$ cat src/rtl/tcfp_pkg.sv
// Package: character codes, result type and digit arithmetic for the frame parser.
`default_nettype none

package tcfp_pkg;

  localparam int FRAME_MAX_DEF = 128;
  localparam int SLOT_COUNT    = 5;

  localparam logic [7:0] CH_OPEN  = 8'h28;
  localparam logic [7:0] CH_CLOSE = 8'h29;
  localparam logic [7:0] CH_MINUS = 8'h2D;
  localparam logic [7:0] CH_SPACE = 8'h20;
  localparam logic [7:0] CH_N     = 8'h6E;
  localparam logic [7:0] CH_ZERO  = 8'd48;

  localparam int          MAG_W   = 17;
  localparam logic [16:0] MAG_CAP = 17'd100000;

  typedef struct packed {
    logic               updated;
    logic [2:0]         slot;
    logic signed [15:0] x_value;
    logic signed [15:0] y_value;
    logic               slot0_cleared;
  } result_t;

  function automatic logic is_digit(input logic [7:0] b);
    is_digit = (b >= CH_ZERO) && (b <= CH_ZERO + 8'd9);
  endfunction

  function automatic logic [MAG_W-1:0] mag_step(input logic [MAG_W-1:0] mag,
                                                input logic [7:0] b);
    logic [20:0] t;
    t = {1'b0, mag, 3'b000} + {3'b000, mag, 1'b0} + {13'd0, b - CH_ZERO};
    mag_step = (t > {4'd0, MAG_CAP}) ? MAG_CAP : t[MAG_W-1:0];
  endfunction

  function automatic logic [15:0] to_s16(input logic [MAG_W-1:0] mag, input logic neg);
    logic [MAG_W-1:0] m;
    if (neg) begin
      m = (mag > 17'd32768) ? 17'd32768 : mag;
      to_s16 = 16'(17'd0 - m);
    end else begin
      m = (mag > 17'd32767) ? 17'd32767 : mag;
      to_s16 = m[15:0];
    end
  endfunction

endpackage

`default_nettype wire

$ cat src/rtl/tcfp_parser.sv
// Frame parser: per-frame phase, digit accumulators and frame end detection.
`default_nettype none

module tcfp_parser #(
  parameter int FRAME_MAX = tcfp_pkg::FRAME_MAX_DEF
) (
  input  wire logic             clk,
  input  wire logic             rst_n,
  input  wire logic             fire,
  input  wire logic [7:0]       rx_byte,
  output tcfp_pkg::result_t     res
);

  localparam int LEN_W = $clog2(FRAME_MAX + 1);
  localparam int MW    = tcfp_pkg::MAG_W;

  localparam logic [3:0] P_OPEN   = 4'd0;
  localparam logic [3:0] P_SIGN   = 4'd1;
  localparam logic [3:0] P_XFIRST = 4'd2;
  localparam logic [3:0] P_XRUN   = 4'd3;
  localparam logic [3:0] P_SPACE  = 4'd4;
  localparam logic [3:0] P_NOSP   = 4'd5;
  localparam logic [3:0] P_YSIGN  = 4'd6;
  localparam logic [3:0] P_YRUN   = 4'd7;
  localparam logic [3:0] P_YEND   = 4'd8;
  localparam logic [3:0] P_BAD    = 4'd9;

  logic [LEN_W-1:0] len_r, len_nxt, len_inc;
  logic [3:0]       phase_r, phase_nxt, phase_adv;
  logic [7:0]       prev_r, prev_nxt;
  logic             b5n_r, b5n_nxt, b5n_adv;
  logic             xneg_r, xneg_nxt, yneg_r, yneg_nxt;
  logic [MW-1:0]    xmag_r, xmag_nxt, ymag_r, ymag_nxt;
  logic             dig, frame_end, good, space_ok, restart;
  logic [7:0]       tag;

  always_comb begin
    dig       = tcfp_pkg::is_digit(rx_byte);
    phase_adv = phase_r;
    xneg_nxt  = xneg_r;
    yneg_nxt  = yneg_r;
    xmag_nxt  = xmag_r;
    ymag_nxt  = ymag_r;
    case (phase_r)
      P_OPEN: begin
        phase_adv = (rx_byte == tcfp_pkg::CH_OPEN) ? P_SIGN : P_BAD;
      end
      P_SIGN: begin
        if (dig) begin
          phase_adv = P_XRUN;
          xneg_nxt  = 1'b0;
          xmag_nxt  = tcfp_pkg::mag_step('0, rx_byte);
        end else if (rx_byte == tcfp_pkg::CH_MINUS) begin
          phase_adv = P_XFIRST;
          xneg_nxt  = 1'b1;
        end else begin
          phase_adv = P_BAD;
        end
      end
      P_XFIRST: begin
        if (dig) begin
          phase_adv = P_XRUN;
          xmag_nxt  = tcfp_pkg::mag_step('0, rx_byte);
        end else begin
          phase_adv = P_BAD;
        end
      end
      P_XRUN: begin
        if (dig) xmag_nxt = tcfp_pkg::mag_step(xmag_r, rx_byte);
        else phase_adv = P_SPACE;
      end
      P_SPACE: begin
        if (rx_byte == tcfp_pkg::CH_SPACE) begin
          phase_adv = P_YSIGN;
          yneg_nxt  = 1'b0;
          ymag_nxt  = '0;
        end else begin
          phase_adv = P_NOSP;
        end
      end
      P_YSIGN: begin
        if (rx_byte == tcfp_pkg::CH_MINUS) begin
          phase_adv = P_YRUN;
          yneg_nxt  = 1'b1;
        end else if (dig) begin
          phase_adv = P_YRUN;
          ymag_nxt  = tcfp_pkg::mag_step('0, rx_byte);
        end else begin
          phase_adv = P_YEND;
        end
      end
      P_YRUN: begin
        if (dig) ymag_nxt = tcfp_pkg::mag_step(ymag_r, rx_byte);
        else phase_adv = P_YEND;
      end
      default: begin
        phase_adv = phase_r;
      end
    endcase

    len_inc   = len_r + LEN_W'(1);
    b5n_adv   = b5n_r | ((len_r == LEN_W'(5)) && (rx_byte == tcfp_pkg::CH_N));
    tag       = prev_r - tcfp_pkg::CH_ZERO;
    frame_end = (rx_byte == tcfp_pkg::CH_CLOSE) && (len_r != '0) &&
                (prev_r >= tcfp_pkg::CH_ZERO) &&
                (prev_r < tcfp_pkg::CH_ZERO + 8'(tcfp_pkg::SLOT_COUNT));
    good      = (phase_adv != P_OPEN) && (phase_adv != P_SIGN) &&
                (phase_adv != P_XFIRST) && (phase_adv != P_BAD);
    space_ok  = (phase_adv == P_YSIGN) || (phase_adv == P_YRUN) || (phase_adv == P_YEND);
    restart   = frame_end || (len_inc >= LEN_W'(FRAME_MAX));

    res.updated       = frame_end && good;
    res.slot          = res.updated ? tag[2:0] : 3'd0;
    res.x_value       = (res.updated && space_ok) ? tcfp_pkg::to_s16(xmag_nxt, xneg_nxt) : '0;
    res.y_value       = (res.updated && space_ok) ? tcfp_pkg::to_s16(ymag_nxt, yneg_nxt) : '0;
    res.slot0_cleared = b5n_adv;

    len_nxt   = restart ? '0 : len_inc;
    phase_nxt = restart ? P_OPEN : phase_adv;
    b5n_nxt   = restart ? 1'b0 : b5n_adv;
    prev_nxt  = rx_byte;
  end

  always_ff @(posedge clk) begin
    if (!rst_n) begin
      len_r   <= '0;
      phase_r <= P_OPEN;
      b5n_r   <= 1'b0;
    end else if (fire) begin
      len_r   <= len_nxt;
      phase_r <= phase_nxt;
      b5n_r   <= b5n_nxt;
    end
  end

  always_ff @(posedge clk) begin
    if (fire) begin
      prev_r <= prev_nxt;
      xneg_r <= xneg_nxt;
      yneg_r <= yneg_nxt;
      xmag_r <= xmag_nxt;
      ymag_r <= ymag_nxt;
    end
  end

endmodule

`default_nettype wire

$ cat src/rtl/tcfp_out_stage.sv
// Result register with skid entry: holds each result item until the sink takes it.
`default_nettype none

module tcfp_out_stage (
  input  wire logic          clk,
  input  wire logic          rst_n,
  input  wire logic          in_fire,
  input  wire tcfp_pkg::result_t in_res,
  output logic               in_ready,
  output logic               out_valid,
  input  wire logic          out_ready,
  output tcfp_pkg::result_t  out_res
);

  logic              main_v_r, main_v_nxt, skid_v_r, skid_v_nxt;
  tcfp_pkg::result_t main_r, main_nxt, skid_r, skid_nxt;

  always_comb begin
    main_v_nxt = main_v_r;
    skid_v_nxt = skid_v_r;
    main_nxt   = main_r;
    skid_nxt   = skid_r;
    if (out_ready || !main_v_r) begin
      if (skid_v_r) begin
        main_nxt   = skid_r;
        main_v_nxt = 1'b1;
        skid_v_nxt = 1'b0;
      end else if (in_fire) begin
        main_nxt   = in_res;
        main_v_nxt = 1'b1;
      end else begin
        main_v_nxt = 1'b0;
      end
    end else if (in_fire) begin
      skid_nxt   = in_res;
      skid_v_nxt = 1'b1;
    end
  end

  always_ff @(posedge clk) begin
    if (!rst_n) begin
      main_v_r <= 1'b0;
      skid_v_r <= 1'b0;
    end else begin
      main_v_r <= main_v_nxt;
      skid_v_r <= skid_v_nxt;
    end
  end

  always_ff @(posedge clk) begin
    main_r <= main_nxt;
    skid_r <= skid_nxt;
  end

  assign in_ready  = !skid_v_r;
  assign out_valid = main_v_r;
  assign out_res   = main_r;

endmodule

`default_nettype wire

$ cat src/rtl/tagged_coordinate_frame_parser_core.sv
// Top level of the tagged coordinate frame parser.
// Takes one received byte per item and gives one result item per byte. Each
// byte is parsed in the cycle it is accepted and its result is registered. A
// new byte can be taken every cycle while in_ready is high. in_ready comes
// straight from the skid entry of the result register: it drops when a byte
// is taken while the sink stalls with one result already held, and rises
// again once the sink takes a result.
// A frame "(x<delim> y...<tag>)" with tag below five rewrites a slot and
// raises out_updated; out_slot0_cleared flags the sixth byte of a frame being 'n'.
`default_nettype none

module tagged_coordinate_frame_parser_core #(
  parameter int FRAME_MAX = tcfp_pkg::FRAME_MAX_DEF
) (
  input  wire logic        clk,
  input  wire logic        rst_n,
  input  wire logic        in_valid,
  output logic             in_ready,
  input  wire logic [7:0]  in_rx_byte,
  output logic             out_valid,
  input  wire logic        out_ready,
  output logic             out_updated,
  output logic [2:0]       out_slot,
  output logic signed [15:0] out_x_value,
  output logic signed [15:0] out_y_value,
  output logic             out_slot0_cleared
);

  logic              in_fire;
  tcfp_pkg::result_t parse_res, out_res;

  assign in_fire = in_valid && in_ready;

  tcfp_parser #(
    .FRAME_MAX(FRAME_MAX)
  ) u_parser (
    .clk     (clk),
    .rst_n   (rst_n),
    .fire    (in_fire),
    .rx_byte (in_rx_byte),
    .res     (parse_res)
  );

  tcfp_out_stage u_out (
    .clk       (clk),
    .rst_n     (rst_n),
    .in_fire   (in_fire),
    .in_res    (parse_res),
    .in_ready  (in_ready),
    .out_valid (out_valid),
    .out_ready (out_ready),
    .out_res   (out_res)
  );

  assign out_updated       = out_res.updated;
  assign out_slot          = out_res.slot;
  assign out_x_value       = out_res.x_value;
  assign out_y_value       = out_res.y_value;
  assign out_slot0_cleared = out_res.slot0_cleared;

endmodule

`default_nettype wire
$ cat config.mk
export PLATFORM = sky130hd
export DESIGN_NAME = tagged_coordinate_frame_parser_core
export DESIGN_NICKNAME = d
export VERILOG_FILES = /design/src/rtl/tcfp_pkg.sv /design/src/rtl/tcfp_parser.sv /design/src/rtl/tcfp_out_stage.sv /design/src/rtl/tagged_coordinate_frame_parser_core.sv
export SDC_FILE = /design/constraint.sdc
export NUM_CORES = 1
export LEC_CHECK = 0
export BUFFER_PORTS_ARGS = -buffer_cell sky130_fd_sc_hd__clkbuf_2
export CORE_MARGIN = 2
export CORE_UTILIZATION = 41
export CTS_CLUSTER_SIZE = 14
export DETAILED_ROUTE_END_ITERATION = 12
export HOLD_SLACK_MARGIN = 0.06
export PLACE_DENSITY = 0.7
export SLEW_MARGIN = 25
export SYNTH_ARGS = -nofsm -noshare
export SYNTH_HDL_FRONTEND = slang
export SYNTH_HIERARCHICAL = 1
export SYNTH_SLANG_ARGS = --single-unit
$ cat constraint.sdc
create_clock -name clk -period 7.7 [get_ports clk]
set_input_delay 2.31 -clock clk [delete_from_list [all_inputs] [get_ports clk]]
set_output_delay 2.31 -clock clk [all_outputs]
set_load 0.05 [all_outputs]
==> metrics, run 1 <==
clock period minus final worst setup slack=7.38 ns; final-layout setup total negative slack=0 ns; critical path endpoint category=register; number of antenna violations at the first check in global routing=0; number of levels in the clock H-tree=4; Initial Util=0.414; latest clock arrival within the worst-skew pair=0.42 ns; start of the worst register-to-register path=u_parser/ymag_r[0]$_DFFE_PP_; data required time at the worst endpoint=7.87 ns; chip height=163 um; total placed instance area=11400 um2; synth top area cells=sky130_fd_sc_hd__edfxtp_1 (34%), sky130_fd_sc_hd__ha_1 (7.8%), sky130_fd_sc_hd__mux2_2 (4.1%), sky130_fd_sc_hd__nor2_1 (3.8%), sky130_fd_sc_hd__nand2_1 (3.7%); Worst setup startpoint=in_rx_byte[4]; Post-Place Setup Slack=-0.117 ns; number of clock sinks seen by CTS=133; highest achievable clock rate=136 MHz; part of the power in registers=0.349; TritonCTS clock tree=yes; ys flop type=sky130_fd_sc_hd__edfxtp_1; worst path arrival time=7.55 ns; proportion of total power due to net switching=0.339; most frequently used cell type in the post-synthesis netlist=sky130_fd_sc_hd__edfxtp_1; vias=9256; post-route ant nets=0; synthesized flop and latch total=133; worst clock skew=0.0123 ns; async set or reset register ratio after synthesis=0; highest fanout seen on the critical path=11; smallest setup slack after layout=0.324 ns; Core Area=25000 um2; global placement routability congestion=0.931; number of vias per cell after detailed routing=5.97; diode insertion count for antenna repair=0; starting DRC count in detailed routing=917; number of distinct standard cells referenced by the synthesized netlist=98; sw power=0.817 mW; root buffer selected by CTS=sky130_fd_sc_hd__clkbuf_16; drt pass-1 iters=6; post-synthesis cell count=1103; reported leakage power=4.84 nW; io pins=51; Tightest Pin Transition=0.883 ns; count of final max-slew check failures=0; maximum number of pins on one net before global-route repair=57; floorplan row count=58; number of nets in the synthesized netlist=1192; list of most frequent post-synthesis cells=sky130_fd_sc_hd__edfxtp_1 (118), sky130_fd_sc_hd__nor2_1 (106), sky130_fd_sc_hd__nand2_1 (101); EDFF count, synth=118; worst relative slew slack=0.396; outcome=finished, final reports clean; number of buffers inserted by port buffering=50; Hold/Removal Path Class=reg -> reg; global-route usage over all layers=0.206; clock group share of total power=0.342; clock-pin slew on the worst setup and hold paths=0.06 ns; Yosys Warn Count=6; Synth Cell Area=10400 um2; portion of synthesized cell area occupied by the leading cell type=0.342; final cycle utilization of the critical path=0.958; global-route wire length before repair=44700 um; ratio of cells with drive above 1 in the final layout=0.211; library cell with the largest summed area after synthesis=sky130_fd_sc_hd__edfxtp_1; Die X=163 um; launch point of the worst hold path=u_parser/b5n_r$_SDFFE_PN0P_; Max Root-Sink Buffers=2; final core area utilization=0.484; number of buffers created by CTS=17; Layout fillers=2335; layout-stage area growth over the synthesis result=16.9%; Seq/Total Area, Yosys=0.371; half-perimeter wire length of the detailed placement result=19900 um; total count of hold-check failures in the final report=0; Post-Route WL=27300 um; number of global-route vias before repair=8872; Setup Viol. Count Final=0; Setup CP Type=in -> reg; fin area=12100 um2; Comb power frac=0.309; Total Die Area=26600 um2; crit start category=input pin; average wire per standard cell=17.6 um; IR drop worst, VDD=119 uV; Int Power=1.59 mW; Mapped Avg Cell Area=9.40 um2; NumNets Final=1296; unrepaired setup endpoints after global routing=false; DRC violations left=0; Max-Cap Viols=0; remaining global-route overflow=0; power density relative to cell area=199 nW/um2
[cells by family (layout without fill, tap and decap cells)]
kind of cell             after synthesis  after routing  synth area share
multiplexers                          47             47            0.0500
AND/OR/NAND/NOR                      374            374             0.180
XOR/XNOR                              29             29            0.0252
buffers and inverters                107            224            0.0424
AO/OA/AOI/OAI                        336            336             0.231
flip-flops                           133            133             0.371
adder cells (fa/ha/maj)               77             77             0.102
[area by class of cell]
class	count	area [um2]	area share
inverter	57	214	0.0176
clock inverter	14	164	0.0135
clock buffer	18	429	0.0354
multi-input combinational	863	6150	0.507
sequential	133	3840	0.317
timing repair buffer	135	908	0.0749
tap	330	413	0.0341
[state kept, by name, summed over array words and instances, names as in the netlist]
| name | flops |
|---|---|
| u_out/out_res | 37 |
| u_out/out_valid | 1 |
| u_parser/yneg_r | 1 |
| u_parser/ymag_r | 17 |
| u_parser/xmag_r | 17 |
| u_out/skid_v_r | 1 |
| u_parser/b5n_r | 1 |
| u_parser/phase_r | 4 |
| u_out/skid_r | 37 |
| u_parser/len_r | 8 |
| u_parser/prev_r | 8 |
| u_parser/xneg_r | 1 |
[worst max-delay path, stage by stage]
cell and delay, ns:
sky130_fd_sc_hd__clkbuf_2 0.12, sky130_fd_sc_hd__ha_1 0.22, sky130_fd_sc_hd__xor2_1 0.27, sky130_fd_sc_hd__fa_1 0.47
sky130_fd_sc_hd__inv_1 0.07, sky130_fd_sc_hd__ha_1 0.24, sky130_fd_sc_hd__a21o_1 0.22, sky130_fd_sc_hd__a311o_1 0.37
sky130_fd_sc_hd__a211oi_2 0.30, sky130_fd_sc_hd__xor2_1 0.22, sky130_fd_sc_hd__nand2b_1 0.13, sky130_fd_sc_hd__o41ai_2 0.49
sky130_fd_sc_hd__a31oi_1 0.25, sky130_fd_sc_hd__nor4_4 0.32, sky130_fd_sc_hd__a41o_2 0.28, sky130_fd_sc_hd__nand2_1 0.08
sky130_fd_sc_hd__ha_1 0.35, sky130_fd_sc_hd__nand2_1 0.10, sky130_fd_sc_hd__mux2i_1 0.07, sky130_fd_sc_hd__a211oi_1 0.28
sky130_fd_sc_hd__nor3_1 0.10, sky130_fd_sc_hd__mux2_2 0.26
[placed cells by master, fill, tap and decap left out, types with 12 or more instances in the layout]
master                        n
sky130_fd_sc_hd__a211oi_1    22
sky130_fd_sc_hd__a21o_1      20
sky130_fd_sc_hd__a21oi_1     73
sky130_fd_sc_hd__a31oi_1     14
sky130_fd_sc_hd__and2_1      13
sky130_fd_sc_hd__buf_4       84
sky130_fd_sc_hd__clkbuf_16   17
sky130_fd_sc_hd__clkbuf_2    50
sky130_fd_sc_hd__dfxtp_1     14
sky130_fd_sc_hd__edfxtp_1   118
sky130_fd_sc_hd__fa_1        12
sky130_fd_sc_hd__ha_1        65
sky130_fd_sc_hd__inv_1       56
sky130_fd_sc_hd__mux2_2      38
sky130_fd_sc_hd__nand2_1    101
sky130_fd_sc_hd__nand3_1     30
sky130_fd_sc_hd__nand4_1     13
sky130_fd_sc_hd__nor2_1     104
sky130_fd_sc_hd__nor3_1      32
sky130_fd_sc_hd__o211ai_1    13
sky130_fd_sc_hd__o21ai_0     52
sky130_fd_sc_hd__xnor2_1     14
sky130_fd_sc_hd__xor2_1      14
[worst paths after layout]
check	end	slack, ns	depth (start not counted)
min	u_parser/b5n_r$_SDFFE_PN0P_	0.49	2
min reg2reg	u_parser/b5n_r$_SDFFE_PN0P_	0.49	2
max	u_out/out_res[5]$_DFFE_PP_	0.32	22
max reg2reg	u_out/out_res[5]$_DFFE_PP_	2.02	20
[routing by layer]
metal,GRT usage,part of all wire,up-vias
met5,0,0,-
met4,0.0680,0.025,0
met3,0.0310,0.049,61
met2,0.361,0.50,337
met1,0.262,0.43,4456
li1,-,-,4402
[power by group through the flow]
stage / clock network, mW / logic, mW / registers [mW]
5_1_grt: 0.860 / 0.815 / 0.844
3_5_place_dp: 0 / 0.716 / 0.856
2_1_floorplan: 0 / 0.466 / 0.891
3_3_place_gp: 0 / 0.704 / 0.855
6_report: 0.824 / 0.744 / 0.841
4_1_cts: 0.837 / 0.721 / 0.841
[stage by stage]
step,total power [mW],std cells,hold WS [ns]
3_5_place_dp,1.57,1516,0.478
5_1_grt,2.52,1550,0.525
2_1_floorplan,1.36,1103,0.460
4_1_cts,2.40,1548,0.486
6_report,2.41,1550,0.488
3_3_place_gp,1.56,1516,0.472
[timing repair]
item	in CTS	in global routing
gates resized for setup	0	12
endpoints found under the setup margin	0	9
buffers inserted	0	1
hold buffers	0	0
No activity file was read; power rests on OpenSTA's default activity.
==> run 2: changes to the inputs <==
--- a/config.mk
+++ b/config.mk
@@ -11,6 +11,7 @@
 export CTS_CLUSTER_SIZE = 14
 export DETAILED_ROUTE_END_ITERATION = 12
 export HOLD_SLACK_MARGIN = 0.06
+export MAX_ROUTING_LAYER = met4
 export PLACE_DENSITY = 0.7
 export SLEW_MARGIN = 25
 export SYNTH_ARGS = -nofsm -noshare
==> metrics, run 2 (synthesis gave the netlist of run 1 again) <==
drt pass-1 iters=7 (was 6); starting DRC count in detailed routing=845 (was 917); multi-input gate area in the final layout=6150 um2 (about the same); smallest setup slack after layout=0.401 ns (was 0.324 ns); crit-path max cell delay=0.49 ns (about the same); Max Root-Sink Buffers=2 (unchanged); final cycle utilization of the critical path=0.948 (was 0.958); TritonCTS clock tree=yes (unchanged); final core area utilization=0.484 (about the same); Post-Place Setup Slack=-0.0754 ns (was -0.117 ns); most common library cell in the layout ignoring fill and taps=sky130_fd_sc_hd__edfxtp_1 (unchanged); maximum number of pins on one net before global-route repair=57 (unchanged); data required time at the worst endpoint=7.87 ns (about the same); Post-Route WL=27400 um (was 27300 um); outcome=finished, final reports clean (unchanged); worst relative slew slack=0.354 (was 0.396); diode insertion count for antenna repair=0 (unchanged); latest clock arrival within the worst-skew pair=0.43 ns (was 0.42 ns); clock-pin slew on the worst setup and hold paths=0.06 ns (about the same); Total Die Area=26600 um2 (unchanged); Setup Viol. Count Final=0 (unchanged); final cell count without fillers=1553 (was 1550); Buffers & Inverters on Critical Path=4 (was 2); Initial Util=0.414 (unchanged); floorplan row count=58 (unchanged); io pins=51 (unchanged); highest achievable clock rate=137 MHz (was 136 MHz); number of vias per cell after detailed routing=5.93 (was 5.97); vias=9205 (was 9256); Layout fillers=2319 (was 2335); root buffer selected by CTS=sky130_fd_sc_hd__clkbuf_16 (unchanged); worst clock skew=0.0204 ns (was 0.0123 ns); total count of hold-check failures in the final report=0 (unchanged); critical path endpoint category=register (unchanged); ratio of cells with drive above 1 in the final layout=0.209 (was 0.211); top library cells by usage in the layout, fill and taps aside=sky130_fd_sc_hd__edfxtp_1 (118), sky130_fd_sc_hd__nor2_1 (105), sky130_fd_sc_hd__nand2_1 (101) (was sky130_fd_sc_hd__edfxtp_1 (118), sky130_fd_sc_hd__nor2_1 (104), sky130_fd_sc_hd__nand2_1 (101)); kind of cell with the highest combined delay on the critical path=compound AO/OA/AOI/OAI gates (unchanged); Core Area=25000 um2 (unchanged); clock period minus final worst setup slack=7.30 ns (was 7.38 ns); global placement routability congestion=0.932 (was 0.931); IR drop worst, VDD=161 uV (was 119 uV); layout-stage area growth over the synthesis result=17.0% (was 16.9%); Placed Instances=1519 (was 1516); number of buffers created by CTS=17 (unchanged); average wire per standard cell=17.6 um (about the same); Tightest Pin Transition=0.945 ns (was 0.883 ns); worst-path cell with the longest stage delay=sky130_fd_sc_hd__fa_1 (was sky130_fd_sc_hd__o41ai_2); highest fanout seen on the critical path=11 (unchanged); half-perimeter wire length of the detailed placement result=20000 um (was 19900 um); post-route ant nets=0 (unchanged); total placed instance area=11500 um2 (was 11400 um2); number of buffers inserted by port buffering=50 (unchanged); Sequential cell area=3840 um2 (unchanged); global-route wire length before repair=44200 um (was 44700 um); number of clock sinks seen by CTS=133 (unchanged); number of antenna violations at the first check in global routing=0 (unchanged); number of levels in the clock H-tree=4 (unchanged); count of final max-slew check failures=0 (unchanged); DRC violations left=0 (unchanged); remaining global-route overflow=0 (unchanged); Die X=163 um (unchanged); unrepaired setup endpoints after global routing=true (was false); power density relative to cell area=198 nW/um2 (was 199 nW/um2); Max-Cap Viols=0 (unchanged); Hold/Removal Path Class=reg -> reg (unchanged); fin area=12100 um2 (about the same); crit-path cells=clkbuf_2 > ha_1 > xor2_1 > fa_1 > inv_1 > ha_1 > a21o_1 > a311o_1 > buf_4 > nand3_1 > nand4b_1 > nor2_1 > o41ai_4 > buf_4 > a31o_2 > nor4_4 > a41o_2 > nand2_1 > ha_2 > nand2_1 > mux2i_1 > a211oi_1 > nor3_1 > mux2_2 (was clkbuf_2 > ha_1 > xor2_1 > fa_1 > inv_1 > ha_1 > a21o_1 > a311o_1 > a211oi_2 > xor2_1 > nand2b_1 > o41ai_2 > a31oi_1 > nor4_4 > a41o_2 > nand2_1 > ha_1 > nand2_1 > mux2i_1 > a211oi_1 > nor3_1 > mux2_2); worst path arrival time=7.47 ns (was 7.55 ns); Min Hold Slack=0.487 ns (was 0.488 ns); crit start category=input pin (unchanged); NumNets Final=1300 (was 1296); Setup CP Type=in -> reg (unchanged); hold buffer count at cts=0 (unchanged); global-route usage over all layers=0.211 (was 0.206); chip height=163 um (unchanged); number of global-route vias before repair=8668 (was 8872); reported leakage power=4.85 nW (was 4.84 nW)
[run 2: cell types whose count changed in the layout (fill, tap and decap cells not counted), sizes merged]
cell	before	now
inv	64	59
clkinv	2	9
buf	85	88
clkbuf	68	67
o311ai	4	5
clkinvlp	3	1
[run 2: cell type report]
| class | instances | share of cell area |
|---|---|---|
| clock buffer | 17 | 0.0351 |
| inverter | 57 | 0.0176 |
| clock inverter | 14 | 0.0126 |
| multi-input combinational | 864 | 0.507 |
| timing repair buffer | 138 | 0.0767 |
| sequential | 133 | 0.317 |
| tap | 330 | 0.0340 |
[run 2: power breakdown]
part / internal, mW / total [mW] / switching (mW)
sequential: 0.818 / 0.841 / 0.0226
combinational: 0.293 / 0.756 / 0.463
clock: 0.478 / 0.807 / 0.329
total: 1.59 / 2.40 / 0.814
[run 2: worst paths after layout]
check                                     from                          end  slack, ns  cells after the start
setup reg to reg  u_parser/ymag_r[2]$_DFFE_PP_   u_out/out_res[5]$_DFFE_PP_       2.05                     22
hold / removal     u_parser/b5n_r$_SDFFE_PN0P_  u_parser/b5n_r$_SDFFE_PN0P_       0.49                      2
setup / recovery                 in_rx_byte[4]   u_out/out_res[5]$_DFFE_PP_       0.40                     24
hold reg to reg    u_parser/b5n_r$_SDFFE_PN0P_  u_parser/b5n_r$_SDFFE_PN0P_       0.49                      2
[run 2: routing by layer]
layer	track usage	share of wire	wire length [um]
met5	-	0	0
met4	0.0656	0.021	584
met3	0.0353	0.044	1200
met2	0.355	0.49	13500
met1	0.261	0.44	12000
[run 2: what timing repair did]
action,in CTS,in global routing
buffers inserted,0,1
setup endpoints to repair,0,9
resized for setup,0,5
[run 2: metrics by stage]
step | TNS (ns) | total power [mW]
finish | 0 | 2.40
global route | -0.0399 | 2.52
CTS | 0 | 2.39
detailed placement | -0.142 | 1.58
global placement | 0 | 1.57
floorplan | 0 | 1.36
[run 2: worst min-delay path: stages, from the launching register on]
cell and delay [ns]:
sky130_fd_sc_hd__dfxtp_1 0.31, sky130_fd_sc_hd__nor2_1 0.08, sky130_fd_sc_hd__nor3b_1 0.05
==> run 3: changes to the inputs <==
--- a/config.mk
+++ b/config.mk
@@ -12,7 +12,7 @@
 export DETAILED_ROUTE_END_ITERATION = 12
 export HOLD_SLACK_MARGIN = 0.06
 export MAX_ROUTING_LAYER = met4
-export PLACE_DENSITY = 0.7
+export PLACE_DENSITY = 0.68
 export SLEW_MARGIN = 25
 export SYNTH_ARGS = -nofsm -noshare
 export SYNTH_HDL_FRONTEND = slang
==> constraint.sdc (replaced) <==
create_clock -name clk -period 8.3 [get_ports clk]
set_input_delay 2.49 -clock clk [delete_from_list [all_inputs] [get_ports clk]]
set_output_delay 2.49 -clock clk [all_outputs]
set_load 0.05 [all_outputs]
==> metrics, run 3 (synthesis gave the netlist of run 1 again) <==
Setup CP Type=in -> reg (unchanged); number of instances resized during post-cts repair=0 (unchanged); DRC violations left=0 (unchanged); Min Hold Slack=0.490 ns (was 0.487 ns); diode insertion count for antenna repair=0 (unchanged); Max Root-Sink Buffers=2 (unchanged); busiest metal layer after global routing=met2 (unchanged); depth of the worst register-to-register path=19 (was 22); sw power=0.720 mW (was 0.814 mW); post-route ant nets=0 (unchanged); remaining global-route overflow=0 (unchanged); vias=8791 (was 9205); most common library cell in the layout ignoring fill and taps=sky130_fd_sc_hd__edfxtp_1 (unchanged); number of global-route vias before repair=8436 (was 8668); floorplan row count=58 (unchanged); end of the worst hold path=u_parser/b5n_r$_SDFFE_PN0P_ (unchanged); maximum number of pins on one net before global-route repair=57 (unchanged); Int Power=1.45 mW (was 1.59 mW); clock period minus final worst setup slack=7.85 ns; worst-path cell with the longest stage delay=sky130_fd_sc_hd__o41ai_2 (was sky130_fd_sc_hd__fa_1); number of post-CTS setup repair buffers=0 (unchanged); root buffer selected by CTS=sky130_fd_sc_hd__clkbuf_16 (unchanged); layout-stage area growth over the synthesis result=13.4% (was 17.0%); crit-path max cell delay=0.56 ns (was 0.49 ns); number of buffers created by CTS=17 (unchanged); Post-Route WL=26500 um (was 27400 um); critical path endpoint category=register (unchanged); unrepaired setup endpoints after global routing=false (was true); Core Area=25000 um2 (unchanged); top library cells by usage in the layout, fill and taps aside=sky130_fd_sc_hd__edfxtp_1 (118), sky130_fd_sc_hd__nor2_1 (105), sky130_fd_sc_hd__nand2_1 (101) (unchanged); number of levels in the clock H-tree=4 (unchanged); global-route usage over all layers=0.208 (was 0.211); highest fanout seen on the critical path=11 (unchanged); total count of hold-check failures in the final report=0 (unchanged); Hold/Removal Path Class=reg -> reg (unchanged); met3 track demand over resource=0.0305 (was 0.0353); met2 Track Usage GR=0.344 (was 0.355); Buffers & Inverters on Critical Path=2 (was 4); Setup Viol. Count Final=0 (unchanged); final-layout setup total negative slack=0 ns (unchanged); final core area utilization=0.470 (was 0.484); half-perimeter wire length of the detailed placement result=19700 um (was 20000 um); overall power consumption=2.17 mW (was 2.40 mW); start of the worst register-to-register path=u_parser/ymag_r[0]$_DFFE_PP_ (was u_parser/ymag_r[2]$_DFFE_PP_); launch point of the worst hold path=u_parser/b5n_r$_SDFFE_PN0P_ (unchanged); crit-path cells=clkbuf_2 > ha_1 > xor2_1 > fa_1 > inv_1 > ha_1 > a21o_1 > a311o_1 > a211oi_2 > xor2_1 > nand2b_1 > o41ai_2 > a31oi_2 > nor4_4 > a41o_2 > nand2_1 > ha_1 > and4_1 > nand2b_1 > a221oi_1 > mux2_2 (was clkbuf_2 > ha_1 > xor2_1 > fa_1 > inv_1 > ha_1 > a21o_1 > a311o_1 > buf_4 > nand3_1 > nand4b_1 > nor2_1 > o41ai_4 > buf_4 > a31o_2 > nor4_4 > a41o_2 > nand2_1 > ha_2 > nand2_1 > mux2i_1 > a211oi_1 > nor3_1 > mux2_2); worst path arrival time=8.14 ns (was 7.47 ns); TritonCTS clock tree=yes (unchanged); highest achievable clock rate=127 MHz; Post-Place Setup Slack=0.0888 ns (was -0.0754 ns); Initial Util=0.414 (unchanged); number of clock sinks seen by CTS=133 (unchanged); IR drop worst, VDD=139 uV (was 161 uV); number of vias per cell after detailed routing=5.84 (was 5.93); smallest setup slack after layout=0.454 ns (was 0.401 ns); worst clock skew=0.00895 ns (was 0.0204 ns); Die X=163 um (unchanged); Max-Cap Viols=0 (unchanged); count of final max-slew check failures=0 (unchanged); final cycle utilization of the critical path=0.945; crit start category=input pin (unchanged); part of the power in registers=0.359 (was 0.350); drt pass-1 iters=5 (was 7); proportion of total power due to net switching=0.331 (was 0.339); kind of cell with the highest combined delay on the critical path=compound AO/OA/AOI/OAI gates (unchanged); destination of the worst register-to-register timing path=u_out/out_res[15]$_DFFE_PP_ (was u_out/out_res[5]$_DFFE_PP_); latest clock arrival within the worst-skew pair=0.42 ns (was 0.43 ns); clock group share of total power=0.355 (was 0.336); global-route wire length before repair=43300 um (was 44200 um); chip height=163 um (unchanged); number of antenna violations at the first check in global routing=0 (unchanged); number of buffers inserted by port buffering=50 (unchanged); cell depth of the worst hold path=2 (unchanged); setup slack, reg-to-reg=2.36 ns (was 2.05 ns); Comb power frac=0.287 (was 0.314); average wire per standard cell=17.6 um (about the same); Total Die Area=26600 um2 (unchanged); clock-pin slew on the worst setup and hold paths=0.06 ns (about the same); worst relative slew slack=0.321 (was 0.354); power density relative to cell area=185 nW/um2 (was 198 nW/um2); data required time at the worst endpoint=8.59 ns (was 7.87 ns); met1 Usage GRT=0.262 (was 0.261); outcome=finished, final reports clean (unchanged); ratio of cells with drive above 1 in the final layout=0.174 (was 0.209); starting DRC count in detailed routing=776 (was 845); io pins=51 (unchanged); global placement routability congestion=0.890 (was 0.932); Tightest Pin Transition=0.993 ns (was 0.945 ns); cell mode on critical path=sky130_fd_sc_hd__ha_1; NumNets Final=1253 (was 1300); hold buffer count at cts=0 (unchanged); reported leakage power=4.63 nW (was 4.85 nW)
run 3: cell types whose count changed in the layout (fill, tap and decap cells not counted), sizes merged:
cell and delta:
clkinvlp -1, buf -46, o311ai -1, bufinv +1, inv +1, clkinv -1
run 3: worst max path at each step:
| stage | start | to | slack, ns | cells after the start |
|---|---|---|---|---|
| after floorplan | in_rx_byte[4] | u_out/out_res[5]$_DFFE_PP_ | 0.55 | 26 |
| after global placement | in_rx_byte[4] | u_out/out_res[5]$_DFFE_PP_ | 0.28 | 22 |
| after detailed placement | in_rx_byte[4] | u_out/out_res[15]$_DFFE_PP_ | 0.09 | 21 |
| after CTS | in_rx_byte[4] | u_out/out_res[15]$_DFFE_PP_ | 0.52 | 21 |
| after global routing | in_rx_byte[4] | u_out/out_res[5]$_DFFE_PP_ | 0.13 | 22 |
| final | in_rx_byte[4] | u_out/out_res[15]$_DFFE_PP_ | 0.45 | 21 |
run 3: through the flow:
step	cells	instance area, um2
final	1506	11800
after global routing	1506	11800
after CTS	1505	11700
after detailed placement	1474	11100
after global placement	1474	11100
after floorplan	1103	10400
run 3: metal layers:
layer,wire length (um),up-vias,share of wire
li1,-,4307,-
met1,11800,4215,0.44
met2,13000,224,0.49
met3,988,45,0.037
met4,693,0,0.026
met5,0,-,0
run 3: final cells by class:
type | instances | area (um2)
clock buffers | 17 | 425
clock inverters | 14 | 175
fillers | 2344 | 13300
inverters | 57 | 214
multi-input cells | 863 | 6100
flip-flops and latches | 133 | 3840
well taps | 330 | 413
repair buffers | 92 | 586
run 3: power groups by stage:
stage	combinational [mW]	sequential, mW	clock (mW)
final	0.623	0.780	0.771
after global routing	0.689	0.782	0.811
after CTS	0.616	0.780	0.785
after detailed placement	0.612	0.794	0
after global placement	0.605	0.793	0
after floorplan	0.432	0.826	0
run 3: worst min-delay path, stage by stage (launching register included):
cell and delay, ns:
sky130_fd_sc_hd__dfxtp_1 0.31, sky130_fd_sc_hd__nor2_1 0.09, sky130_fd_sc_hd__nor3b_1 0.05
